[src/design/azab_pkg.sv]
package azab_pkg;

  // Signed Q1.14 value as carried between the units.
  typedef logic signed [15:0] q14_t;

  localparam q14_t        ONE_Q14  = 16'sd16384;
  localparam logic [15:0] ONE_MAG  = 16'd16384;

  // Quotient bits of the normalizing dividers and the scale applied
  // to a squared sum before its square root is taken.
  localparam int Q_W        = 16;
  localparam int NORM_SHIFT = 28;
  localparam int NORM_LAT   = Q_W + 2;

  // Root widths of the two square root units.
  localparam int AXIS_ROOT_W  = 30;
  localparam int CROSS_ROOT_W = 29;

  // Configuration port.
  localparam int CFG_IDX_W  = 1;
  localparam int CFG_DATA_W = 16;
  localparam logic [CFG_IDX_W-1:0] CFG_MIN_LENGTH_SQ = 1'b0;
  localparam logic [CFG_IDX_W-1:0] CFG_PARALLEL_THR  = 1'b1;
  localparam logic [15:0] MIN_LENGTH_SQ_RST = 16'd1;
  localparam logic [14:0] PARALLEL_THR_RST  = 15'd16220;

  typedef struct packed {
    logic signed [15:0] axis_x;
    logic signed [15:0] axis_y;
    logic signed [15:0] axis_z;
  } in_word_t;

  typedef struct packed {
    q14_t m00;
    q14_t m01;
    q14_t m02;
    q14_t m10;
    q14_t m11;
    q14_t m12;
    q14_t m20;
    q14_t m21;
    q14_t m22;
    logic degenerate;
  } out_word_t;

endpackage

[src/design/azab_cross_y.sv]
module azab_cross_y #(
  parameter int TAG_W = 1
) (
  input  logic             clk,
  input  logic             rst_n,
  input  logic             in_valid,
  input  azab_pkg::q14_t   in_z [3],
  input  azab_pkg::q14_t   in_x [3],
  input  logic [TAG_W-1:0] in_tag,
  output logic             out_valid,
  output azab_pkg::q14_t   out_y [3],
  output logic [TAG_W-1:0] out_tag
);

  // Products in Q2.28, one register stage, then difference, rounding and
  // saturation in the second.
  logic               p_vld_r;
  logic signed [31:0] prod_r   [6];
  logic signed [31:0] prod_nxt [6];
  logic [TAG_W-1:0]   p_tag_r;

  always_comb begin
    prod_nxt[0] = in_z[1] * in_x[2];
    prod_nxt[1] = in_z[2] * in_x[1];
    prod_nxt[2] = in_z[2] * in_x[0];
    prod_nxt[3] = in_z[0] * in_x[2];
    prod_nxt[4] = in_z[0] * in_x[1];
    prod_nxt[5] = in_z[1] * in_x[0];
  end

  always_ff @(posedge clk) begin
    if (!rst_n) begin
      p_vld_r <= 1'b0;
    end else begin
      p_vld_r <= in_valid;
    end
    prod_r  <= prod_nxt;
    p_tag_r <= in_tag;
  end

  logic             y_vld_r;
  azab_pkg::q14_t   y_r   [3];
  azab_pkg::q14_t   y_nxt [3];
  logic [TAG_W-1:0] y_tag_r;

  always_comb begin
    logic signed [32:0] diff;
    logic [32:0]        mag;
    logic [32:0]        rnd;
    logic [18:0]        rq;
    logic [15:0]        sat_m;
    for (int j = 0; j < 3; j++) begin
      diff  = 33'(prod_r[2*j]) - 33'(prod_r[2*j+1]);
      mag   = diff[32] ? 33'(-diff) : 33'(diff);
      rnd   = mag + 33'd8192;
      rq    = rnd[32:14];
      sat_m = (rq > 19'(azab_pkg::ONE_MAG)) ? azab_pkg::ONE_MAG : rq[15:0];
      y_nxt[j] = diff[32] ? azab_pkg::q14_t'(-sat_m) : azab_pkg::q14_t'(sat_m);
    end
  end

  always_ff @(posedge clk) begin
    if (!rst_n) begin
      y_vld_r <= 1'b0;
    end else begin
      y_vld_r <= p_vld_r;
    end
    y_r     <= y_nxt;
    y_tag_r <= p_tag_r;
  end

  assign out_valid = y_vld_r;
  assign out_y     = y_r;
  assign out_tag   = y_tag_r;

endmodule
[config.mk]
export PLATFORM = sky130hd
export DESIGN_NAME = azab_cross_y
export DESIGN_NICKNAME = d
export VERILOG_FILES = /design/src/design/azab_pkg.sv /design/src/design/azab_cross_y.sv
export SDC_FILE = /design/constraint.sdc
export NUM_CORES = 2
export LEC_CHECK = 0
export BUFFER_PORTS_ARGS = -buffer_cell sky130_fd_sc_hd__buf_2
export CORE_MARGIN = 10
export CORE_UTILIZATION = 63
export DETAILED_ROUTE_END_ITERATION = 8
export GPL_ROUTABILITY_DRIVEN = 0
export PLACE_DENSITY = 0.81
export SYNTH_ARGS = -nofsm -noshare
export SYNTH_HDL_FRONTEND = slang
export SYNTH_SLANG_ARGS = --single-unit
[constraint.sdc]
create_clock -name clk -period 9.7 [get_ports clk]
set_input_delay 0 -clock clk [delete_from_list [all_inputs] [get_ports clk]]
set_output_delay 0 -clock clk [all_outputs]
set_load 0.05 [all_outputs]
## Yosys cells after proc, flatten, opt, wreduce, memory -nomap -nowiden

Index checks and enable logic that the tools add are counted.
Widths: inputs -> output; s select.

| storage, ports and cells | value |
|---|---|
| flip-flop bits (word level) | 244 |
| input port bits | 100 |
| output and inout port bits | 50 |
| word-level logic and storage cells | 43 |

| cells by class | value |
|---|---|
| add/subtract/negate cells | 12 |
| $mul | 6 |
| $lt $le $gt $ge | 3 |
| muxes and demuxes | 9 |

Operators with widths:

| operator | number |
|---|---|
| $mul 16x16->32 | 6 |
| $add 33x14->33 const B | 3 |
| $mux 33 | 3 |
| $neg 33->33 | 3 |
| $sub 32x32->33 | 3 |
| $mux 16 | 6 |
| $gt 19x15->1 const B | 3 |
| $neg 16->16 | 3 |

## Longest topological paths before layout

| logic depth | value |
|---|---|
| depth in word-level cells | 8 |
| depth in mapped cells | 37 |

## Worst setup path before layout

Ideal clock, no wire load.

| timing path | value |
|---|---|
| path type | register to register |
| start point | reg prod_r[96] in the netlist's numbering |
| end point | reg y_r, in the netlist out_y[28] |
| data arrival time | 8.043 ns |
| required time | 9.638 ns |
| setup slack | 1.596 ns |
| stages on the path, launching flop included | 38 |
| cells stage by stage | dfxtp_1 -> inv_1 -> ha_1 -> fa_1 -> nand2b_1 -> a211oi_1 -> o2111ai_1 -> o2111a_1 -> o31ai_2 -> a21oi_1 -> o211a_1 -> nor2_2 -> buf_2 -> clkbuf_1 -> clkbuf_1 -> clkbuf_1 -> clkbuf_1 -> nor2_1 -> [2 not listed] -> clkbuf_1 -> inv_1 -> xnor2_1 -> or3_1 -> a21oi_1 -> o311ai_0 -> a221oi_1 -> o211ai_1 -> a2bb2oi_1 -> buf_2 -> nand2b_1 -> ha_1 -> o311ai_0 -> a21oi_1 -> and2_1 -> and4_1 -> or4_1 -> nand3_1 |

RTL lines:

| element | line | RTL |
|---|---|---|
| start, declared | azab_cross_y.sv:18 | `logic signed [31:0] prod_r [6];` |
| start signal, assigned | azab_cross_y.sv:37 | `prod_r <= prod_nxt;` |
| end signal, assigned | azab_cross_y.sv:68 | `y_r <= y_nxt;` |
| end, declared | azab_cross_y.sv:42 | `azab_pkg::q14_t y_r [3];` |

==> results.cfg <==
[route]
first_pass_iters = 6
drc_errors = 0
drt_iter0_drc = 4770
routed_wl_mm = 189
via_per_inst = 5.87
wl_per_cell_um = 19.0
ant_nets = 0
vias = 58300

[timing]
fin_ws_ns = 1.06
finalMaxSlewViolations = 0
setup_viol = 0
fin_worst_skew_ns = 0.0423
fin_crit_sh = 0.890
finalCriticalPeriod_ns = 8.64
worstMarginPinSlew_ns = 1.05
hold_viol = 0
max_freq_mhz = 116
relSlewSlack = 0.302
rsz0062_at_grt = false
finalSetupTns_ns = 0

[synthesis]
ys_types = 109
avgSynthCellArea_um2 = 8.81
synth.ff_latch_count = 244
synth_area_leader_cell = fa_1
synthArstFlopShare = 0
synth-edff-count = 0
netlist_top_cells_area = fa_1 42%, ha_1 9.9%, inv_1 9.2%, dfxtp_1 6.5%, and2_1 5.4%
netlist_instances = 8492
synth_top_cell_area_share = 0.421
netlist_area_mm2 = 0.0748
yosysSeqAreaShare = 0.0653
synth_flop_cell = dfxtp_1
ys.warnings.count = 0
synthesis.nets = 10800

[worst_setup_path]
worst-endpoint-arrival_ns = 9.25
timing.critical_path.buf_inv = 3
path_class = reg -> reg
r2r_slack_ns = 1.06
end_kind = flip-flop
crit_slowest_cell = nand2_1
critPathRequiredTime_ns = 10.31
critical-path-max-stage-delay_ns = 0.59
start_kind = flip-flop
critical-path-top-delay-family = compound AO/OA/AOI/OAI gates
r2r-end = out_y[28]
cp_max_fo = 27
r2r-start = prod_r[96]
reg2reg_depth = 31

[floorplan]
die_y_um = 365
placementRows = 126
core_mm2 = 0.118
fp.dieW_um = 365
ioPinCount = 150
die-area_mm2 = 0.133
start_util = 0.635

[clock_network]
clkSinkCount = 244
cts_max_level = 1
root_buffer = clkbuf_16
cts_tree = done
clock_path_buffers = 3
clk_latency_ns = 0.67
cts_inserted_buffers = 31
clk_pin_slew_ns = 0.07

[grt]
grt_max_degree = 52
grt_pass1_wl_mm = 313
antenna_found_initial = 24
first_global_vias = 62100
grt_overflow = 0
track_usage = 0.290

[worst_hold_path]
hold_path_class = in -> reg
hold_path_end = prod_r[64]
holdPathStages = 2
worstHoldStart = in_z[32]

[finish]
fillers = 9222
area_delta_synth_final_pct = 3.79
layout-drive-gt1-share = 0.0401
nets = 10600

[run_status]
status = finished, final reports clean

[placed_design]
hpwl_mm = 151
portBuffers = 149
pre_cts_ws_ns = 1.36

[run]
max_cap_viol_count = 0
==> worst max path at each step <==
stage / depth (start not counted) / endpoint / slack, ns / start
final: 31 / out_y[28] / 1.06 / prod_r[96]
after global routing: 31 / out_y[28] / 0.49 / prod_r[96]
after CTS: 31 / out_y[28] / 1.32 / prod_r[96]
after detailed placement: 31 / out_y[28] / 1.36 / prod_r[96]
after global placement: 31 / out_y[28] / 1.74 / prod_r[96]
after floorplan: 37 / out_y[28] / 1.60 / prod_r[96]
==> registers in the layout, indices dropped and copies added (netlist names) <==
signal,flops
prod_r,192
p_tag_r,1
out_y,48
out_tag,1
p_vld_r,1
out_valid,1
==> what timing repair did <==
action                    4_1_cts  5_1_grt
setup buffers                   0        0
resized for setup               0        0
hold buffers                   12        0
hold endpoints to repair        8        0
==> placed cells by master, fill, tap and decap left out, drive strengths merged, types with 13 or more instances in the layout <==
master and n:
inv 1840, fa 1575, nand2 1019, and2 650, ha 594, xnor2 285
dfxtp 244, a21oi 239, nor2 224, buf 193, o21ai 142, nor3 127
nand2b 125, nand3 114, a21o 68, or3 67, xor2 66, and3 52
o21a 46, o21bai 45, o211ai 40, or2 38, a31oi 37, clkbuf 36
nor2b 35, a211oi 35, nand4 30, nor4 29, o31ai 27, o2111ai 23
or4 18, mux2i 18, o211a 18, a21boi 15, a221oi 15, a31o 14
o41ai 14, o31a 13
==> layout make-up <==
type	count	area [um2]	share of cell area
antenna	12	30.0	0.000387
clock buffer	35	791	0.0102
clock inverter	23	285	0.00367
inverter	1829	6870	0.0884
multi-input combinational	6051	61700	0.794
sequential	244	4880	0.0629
tap	1536	1920	0.0247
timing repair buffer	206	1200	0.0155
==> cells in the mapped netlist (46+ instances only) <==
library cell	count
a21o_1	68
a21oi_1	238
and2_1	648
and3_1	52
clkbuf_1	355
dfxtp_1	244
fa_1	1575
ha_1	594
inv_1	1829
nand2_1	1018
nand2b_1	125
nand3_1	114
nor2_1	222
nor3_1	126
o21a_1	46
o21ai_0	130
or3_1	67
xnor2_1	284
xor2_1	66
==> cells by family (layout without fill, tap and decap cells) <==
kind of cell / after synthesis / after routing / share of synthesized area
other cells: 0 / 12 / 0
simple gates: 2581 / 2581 / 0.173
flops: 244 / 244 / 0.0653
buf+inv: 2197 / 2093 / 0.110
xor+xnor: 353 / 353 / 0.0418
compound gates: 925 / 925 / 0.0857
fa+ha+maj: 2170 / 2170 / 0.521
mux: 22 / 22 / 0.00301
==> through the flow <==
step | utilization | instance area, um2 | hold slack, ns | instances
floorplan | - | 74800 | 0.0277 | 8492
global placement | 0.648 | 76400 | 0.105 | 9853
detailed placement | 0.648 | 76400 | 0.108 | 9853
CTS | 0.658 | 77600 | 0.0338 | 9923
global route | 0.658 | 77600 | 0.0565 | 9929
finish | 0.659 | 77700 | 0.0706 | 9936
==> metal layers <==
layer,routed length (um),up-vias,GRT usage
met5,149,-,0
met4,10200,24,0.136
met3,17500,500,0.0560
met2,88400,2675,0.475
met1,72400,29200,0.372
li1,-,25900,-
==> worst reg2reg max path, delay by kind of cell, from the launching register on <==
family / cells / cell delay (ns)
buffers and inverters: 3 / 0.44
AOI/OAI and AO/OA: 13 / 3.69
xor gates and xnor gates: 2 / 0.32
and+or+nand+nor: 9 / 2.56
adders and majority gates: 4 / 1.24
DFF: 1 / 0.32
Power is left out: the tool's default activity adds up to more than one toggle a clock period on the data nets, which glitch-free logic cannot reach.
