--- config.mk ---
export PLATFORM = sky130hd
export DESIGN_NAME = azab_sqrt_pipe
export DESIGN_NICKNAME = d
export VERILOG_FILES = /design/src/design/azab_sqrt_pipe.sv
export SDC_FILE = /design/constraint.sdc
export NUM_CORES = 2
export LEC_CHECK = 0
export ABC_AREA = 1
export BUFFER_PORTS_ARGS = -buffer_cell sky130_fd_sc_hd__buf_2
export CELL_PAD_IN_SITES_DETAIL_PLACEMENT = 1
export CELL_PAD_IN_SITES_GLOBAL_PLACEMENT = 1
export CORE_UTILIZATION = 29
export DETAILED_ROUTE_END_ITERATION = 16
export PLACE_DENSITY = 0.57
export RECOVER_POWER = 25
export SYNTH_ARGS = -nofsm -noshare
export SYNTH_HDL_FRONTEND = slang
export SYNTH_SLANG_ARGS = --single-unit
--- constraint.sdc ---
create_clock -name clk -period 2.3 [get_ports clk]
set_clock_uncertainty 0.2 [all_clocks]
set_input_delay 0.46 -clock clk [delete_from_list [all_inputs] [get_ports clk]]
set_output_delay 0.46 -clock clk [all_outputs]
set_load 0.02 [all_outputs]
--- src/design/azab_sqrt_pipe.sv ---
module azab_sqrt_pipe #(
  parameter int ROOT_W = 30,
  parameter int TAG_W  = 1
) (
  input  logic                clk,
  input  logic                rst_n,
  input  logic                in_valid,
  input  logic [2*ROOT_W-1:0] in_rad,
  input  logic [TAG_W-1:0]    in_tag,
  output logic                out_valid,
  output logic [ROOT_W-1:0]   out_root,
  output logic [TAG_W-1:0]    out_tag
);

  localparam int RAD_W = 2 * ROOT_W;
  localparam int REM_W = ROOT_W + 2;

  // One root bit per stage, two radicand bits brought down each time.
  logic [ROOT_W-1:0] vld_r;
  logic [REM_W-1:0]  rem_r  [ROOT_W];
  logic [ROOT_W-1:0] root_r [ROOT_W];
  logic [RAD_W-1:0]  rad_r  [ROOT_W];
  logic [TAG_W-1:0]  tag_r  [ROOT_W];

  logic [ROOT_W-1:0] stg_vld;
  logic [REM_W-1:0]  stg_rem  [ROOT_W];
  logic [ROOT_W-1:0] stg_root [ROOT_W];
  logic [RAD_W-1:0]  stg_rad  [ROOT_W];
  logic [TAG_W-1:0]  stg_tag  [ROOT_W];

  logic [REM_W-1:0]  rem_nxt  [ROOT_W];
  logic [ROOT_W-1:0] root_nxt [ROOT_W];
  logic [RAD_W-1:0]  rad_nxt  [ROOT_W];

  always_comb begin
    stg_vld[0]  = in_valid;
    stg_rem[0]  = '0;
    stg_root[0] = '0;
    stg_rad[0]  = in_rad;
    stg_tag[0]  = in_tag;
    for (int k = 1; k < ROOT_W; k++) begin
      stg_vld[k]  = vld_r[k-1];
      stg_rem[k]  = rem_r[k-1];
      stg_root[k] = root_r[k-1];
      stg_rad[k]  = rad_r[k-1];
      stg_tag[k]  = tag_r[k-1];
    end
  end

  always_comb begin
    logic [REM_W-1:0] rem_sh;
    logic [REM_W-1:0] trial;
    logic             ge;
    for (int k = 0; k < ROOT_W; k++) begin
      rem_sh = {stg_rem[k][REM_W-3:0], stg_rad[k][RAD_W-1 -: 2]};
      trial  = {stg_root[k], 2'b01};
      ge     = (rem_sh >= trial);
      rem_nxt[k]  = ge ? (rem_sh - trial) : rem_sh;
      root_nxt[k] = {stg_root[k][ROOT_W-2:0], ge};
      rad_nxt[k]  = {stg_rad[k][RAD_W-3:0], 2'b00};
    end
  end

  always_ff @(posedge clk) begin
    if (!rst_n) begin
      vld_r <= '0;
    end else begin
      vld_r <= stg_vld;
    end
    for (int k = 0; k < ROOT_W; k++) begin
      rem_r[k]  <= rem_nxt[k];
      root_r[k] <= root_nxt[k];
      rad_r[k]  <= rad_nxt[k];
      tag_r[k]  <= stg_tag[k];
    end
  end

  assign out_valid = vld_r[ROOT_W-1];
  assign out_root  = root_r[ROOT_W-1];
  assign out_tag   = tag_r[ROOT_W-1];

endmodule

### Yosys cells after proc, flatten, opt, wreduce, memory -nomap -nowiden

Memory sizes are Yosys's and may differ from the RTL's.
Index checks and enable logic that the tools add are counted.

* add/subtract/negate cells: 30
* $lt $le $gt $ge: 30
* mux-type cells: 30

Operators by type and width (count)
* $mux W32: 30
* $ge A32 B32 Y1: 29
* $sub A32 B32 Y32: 29
* $sub A2 B1 Y3 const B: 1
* $ge A2 B1 Y1 const B: 1

* flip-flop bits (word level): 30
* bits in writable memories: 3630
* output and inout bits: 32
* memories: 4

Memories
* rad_r: words 30, bits a word 58, read ports 29, clocked after Yosys merged registers in 0, wr ports 30, line 22 `logic [RAD_W-1:0] rad_r [ROOT_W];`
* rem_r: words 30, bits a word 32, read ports 29, clocked after Yosys merged registers in 0, wr ports 30, line 20 `logic [REM_W-1:0] rem_r [ROOT_W];`
* root_r: words 30, bits a word 30, read ports 30, clocked after Yosys merged registers in 0, wr ports 30, line 21 `logic [ROOT_W-1:0] root_r [ROOT_W];`
* tag_r: words 30, bits a word 1, read ports 30, clocked after Yosys merged registers in 0, wr ports 30, line 23 `logic [TAG_W-1:0] tag_r [ROOT_W];`

### Longest topological paths before layout

An unclocked memory read counts as a cell.

* word-level depth: 3
* gate-level depth with buffers: 17
* mapped depth without buffers: 15

### Worst setup path before layout

Ideal clock, no wire load.

* kind: flip-flop to flip-flop
* start point: mem root_r[18][8], in the netlist root_r[1][68]
* end point: mem rem_r[1][122] in the netlist's numbering
* library setup time: 0.116 ns
* data arrival time: 1.769 ns
* setup slack: 0.215 ns
* cell stages (with the launch flop): 15
* clock period less this slack: 2.085 ns
* path through: dfxtp_1 > inv_1 > ha_1 > nand2_1 > inv_1 > nand2_1 > nand2_1 > nand2_1 > nand2_1 > a21oi_1 > nand3_2 > buf_4 > buf_6 > nand3_1 > nand2_1

RTL lines (line)
* from (decl): 21
* to (decl): 20

==> run_results.csv <==
group,metric,value,unit
worst_setup_path,crit_buf_inv,4,
sta,finalSetupTns,-18.7,ps
pwr,pwr-share-clk,29.5,%
worst_setup_path,r2r_slack,-20,ps
placement,dp.cells,19488,
synthesis,synth.most_common_cell,"nand2_1",
worst_setup_path,critical_path.max_fanout,6,
synthesis,synth.ff_latch_count,2223,
floorplanning,die_w,580,microns
synthesis,synth_top_area_cell,"dfxtp_1",
route,drc_errors,0,
worst_setup_path,reg2regPathDepth,14,
route,vias,88844,
pwr,p_per_area,1020,nW/um^2
clock_network,h-tree-depth,4,
floorplanning,dieHeight,580,microns
synthesis,ys_types,50,
synthesis,ys_top_cells_by_count,"nand2_1, inv_1, dfxtp_1",
global_route,antenna_found_initial,9,
synthesis,postSynthCellCount,13379,
global_route,grt_pass1_wl,518000,microns
sta,max_slew_margin,62.9,%
worst_setup_path,critPathCaptureType,"flip-flop",
route,post_drt_via_cell_ratio,4.38,
clock_network,cts_tree,"built",
worst_hold_path,hold_path_class,"in -> reg",
route,first_pass_iters,5,
clock_network,clockBufferDepth,4,
sta,fin_crit_sh,101,%
global_route,grt_max_degree,32,
global_route,first_global_vias,91589,
route,ant_nets,0,
route,drt_iter0_drc,3611,
placement,hpwl,273000,microns
sta,final.setup.worst_slack,-16.5,ps
pwr,p_seq_share,38.0,%
worst_setup_path,critPathMaxStageDelay,340,ps
cells_and_area,multi_input_area,49600,sq um
worst_hold_path,holdPathEnd,"rad_r[0][35]",
pwr,switching_share,35.4,%
global_route,grt_use_total,19.8,%
pwr,internal_power,0.0890,W
placement,placed_area,116000,sq um
cells_and_area,fin_area,135000,sq um
cells_and_area,synthToLayoutAreaGrowth,40.0,%
sta,finalSetupViolCount,2,
cells_and_area,seq_area,45000,sq um
worst_setup_path,crit_slowest_cell,"dfxtp_2",
worst_setup_path,r2r_start,"root_r[1][310]",
floorplanning,start_util,29.2,%
status,violations,"setup timing",
sta,grt_setup_unrepaired,"true",
sta,timing_hold_violations_final,0,
clock_network,clock-root-buffer,"clkbuf_16",
clock_network,numCtsBuffers,243,
job,maxCapViolCount,0,
sta,worst_slew_pin_slew,551,ps
clock_network,clock-sinks,2223,
sta,max_freq,0.432,GHz
floorplanning,rows,211,
synthesis,syn_nets,13940,
synthesis,async_flop_share,0,%
synthesis,synth_edf_count,0,
sta,slew_violations,0,
placement,gp_congestion,0.860,
cells_and_area,nFillCells,40396,
synthesis,synth-main-ff-cell,"dfxtp_1",
worst_setup_path,crit_family,"simple AND/OR/NAND/NOR gates",
worst_setup_path,start_kind,"flip-flop",
worst_setup_path,required,2920,ps
worst_setup_path,crit_top_cell,"nand2_2",
route,wl_per_cell,17.1,microns
global_route,gr-total-overflow,0,
pwr,p_switching,0.0489,W
synthesis,synthTopCellsByArea,"dfxtp_1, nand2_1, inv_1",
worst_hold_path,whs_path_depth,2,
pwr,p_comb_share,32.5,%
synthesis,syn_area,96700,sq um
cells_and_area,nNetsFinal,16251,
floorplanning,dieArea,336000,sq um
synthesis,seq_area_frac_synth,46.0,%
synthesis,synth_top_cell_area_share,46.0,%
pwr,irDropWorstVdd,0.000715,V
clock_network,clk_latency,940,ps
placement,place.port_buffers,95,
status,status,"finished, violations left",
worst_hold_path,hp-start,"in_rad[35]",
cells_and_area,fin_util,40.9,%
worst_setup_path,worst_ep_arrival_time,2940,ps
pwr,finalPower,0.138,W
route,finalWirelength,346000,microns
cells_and_area,instances_no_fill,20262,
floorplanning,core,331000,sq um
clock_network,path_clk_slew,70,ps
synthesis,synth_area_per_cell,7.23,sq um
floorplanning,ios,96,
cells_and_area,drive_gt1_share,26.1,%
worst_setup_path,regToRegEndpoint,"rem_r[1][364]",
synthesis,yosysWarnings,0,
worst_setup_path,crit_chain,"inv_1 -> ha_1 -> nand2_2 -> nor2_4 -> inv_2 -> nor2_4 -> nand2_2 -> nand3_4 -> nand2_4 -> nand2_8 -> clkinv_8 -> clkbuf_16 -> nand2_2 -> nand2_1",
worst_setup_path,criticalPathCategory,"reg -> reg",
sta,layout_min_cycle_time,2320,ps
pwr,p_leak,69.9,nW
[routing by layer]
metal  up-vias  GRT usage [%]  wire, microns
met5         -              0              0
met4         0           5.53           9620
met3       434           1.89           8660
met2       907           36.2         173000
met1     41814           24.4         154000
li1      45689              -              -
[power groups by stage]
stage | Combinational (W) | Clock, W | Sequential [W]
final | 0.0448 | 0.0407 | 0.0524
after global routing | 0.0498 | 0.0436 | 0.0530
after CTS | 0.0409 | 0.0421 | 0.0519
after detailed placement | 0.0386 | 0 | 0.0525
after global placement | 0.0382 | 0 | 0.0526
after floorplan | 0.0218 | 0 | 0.0487
[timing repair]
action                                  in CTS  in global routing
pin swaps                                   77                283
gates resized for setup                    546               1381
endpoints found under the setup margin     590                778
hold endpoints to repair                    92                  0
setup buffers                               49                113
cloned                                      13                 27
hold buffers                               124                  0
[kinds of logic after synthesis]
logic type,count (synthesis),share of synthesized area [%]
AOI/OAI and AO/OA,933,5.08
xor gates and xnor gates,353,3.20
adders and majority gates,497,6.43
buffers and inverters,2479,9.95
DFF,2223,46.0
other,1,0.00388
and+or+nand+nor,6893,29.3
[layout make-up]
type	instances	share of cell area (%)
Multi-Input combinational cell	8677	36.7
Sequential cell	2223	33.2
Timing Repair Buffer	2178	13.3
Inverter	2366	6.63
Clock buffer	318	5.00
Tap cell	4366	4.03
Clock inverter	123	1.17
Antenna cell	10	0.0185
Timing Repair inverter	1	0.00647
[stage by stage]
step	hold WS, ps	setup slack (ps)
final	63.7	-16.5
after global placement	110	-376
after floorplan	110	215
after detailed placement	113	-401
after CTS	13.6	-32.6
after global routing	36.5	-106
[worst max path at each step]
stage / slack, ps / cells after the start / startpoint / to
finish: -20 / 14 / root_r[1][310] / rem_r[1][364]
detailed placement: -400 / 11 / root_r[0][464] / rem_r[1][24]
floorplan: 210 / 14 / root_r[1][68] / rem_r[1][122]
global route: -110 / 14 / root_r[1][308] / rem_r[1][364]
global placement: -380 / 11 / root_r[0][460] / rem_r[1][24]
CTS: -30 / 12 / root_r[1][46] / rem_r[1][81]
[worst reg2reg max path, delay by kind of cell (launching register included)]
kind / cells / cell delay [ps]
flops: 1 / 340
simple gates: 9 / 930
buf+inv: 4 / 430
fa+ha+maj: 1 / 300
[registers in the layout, summed over array words and instances (netlist names)]
name,count
rem_r,828
tag_r,30
vld_r,30
root_r,465
rad_r,870
[cells in the final DEF (no fill, tap or decap), types with 265 or more instances in the layout]
| master | count |
|---|---|
| a21oi_1 | 331 |
| nor2_1 | 866 |
| nand3_1 | 685 |
| nand2_2 | 350 |
| nand2_1 | 4113 |
| dfxtp_1 | 1915 |
| clkbuf_16 | 265 |
| dfxtp_2 | 277 |
| buf_4 | 1822 |
| inv_1 | 2258 |
(Power assumes the default switching activity.)
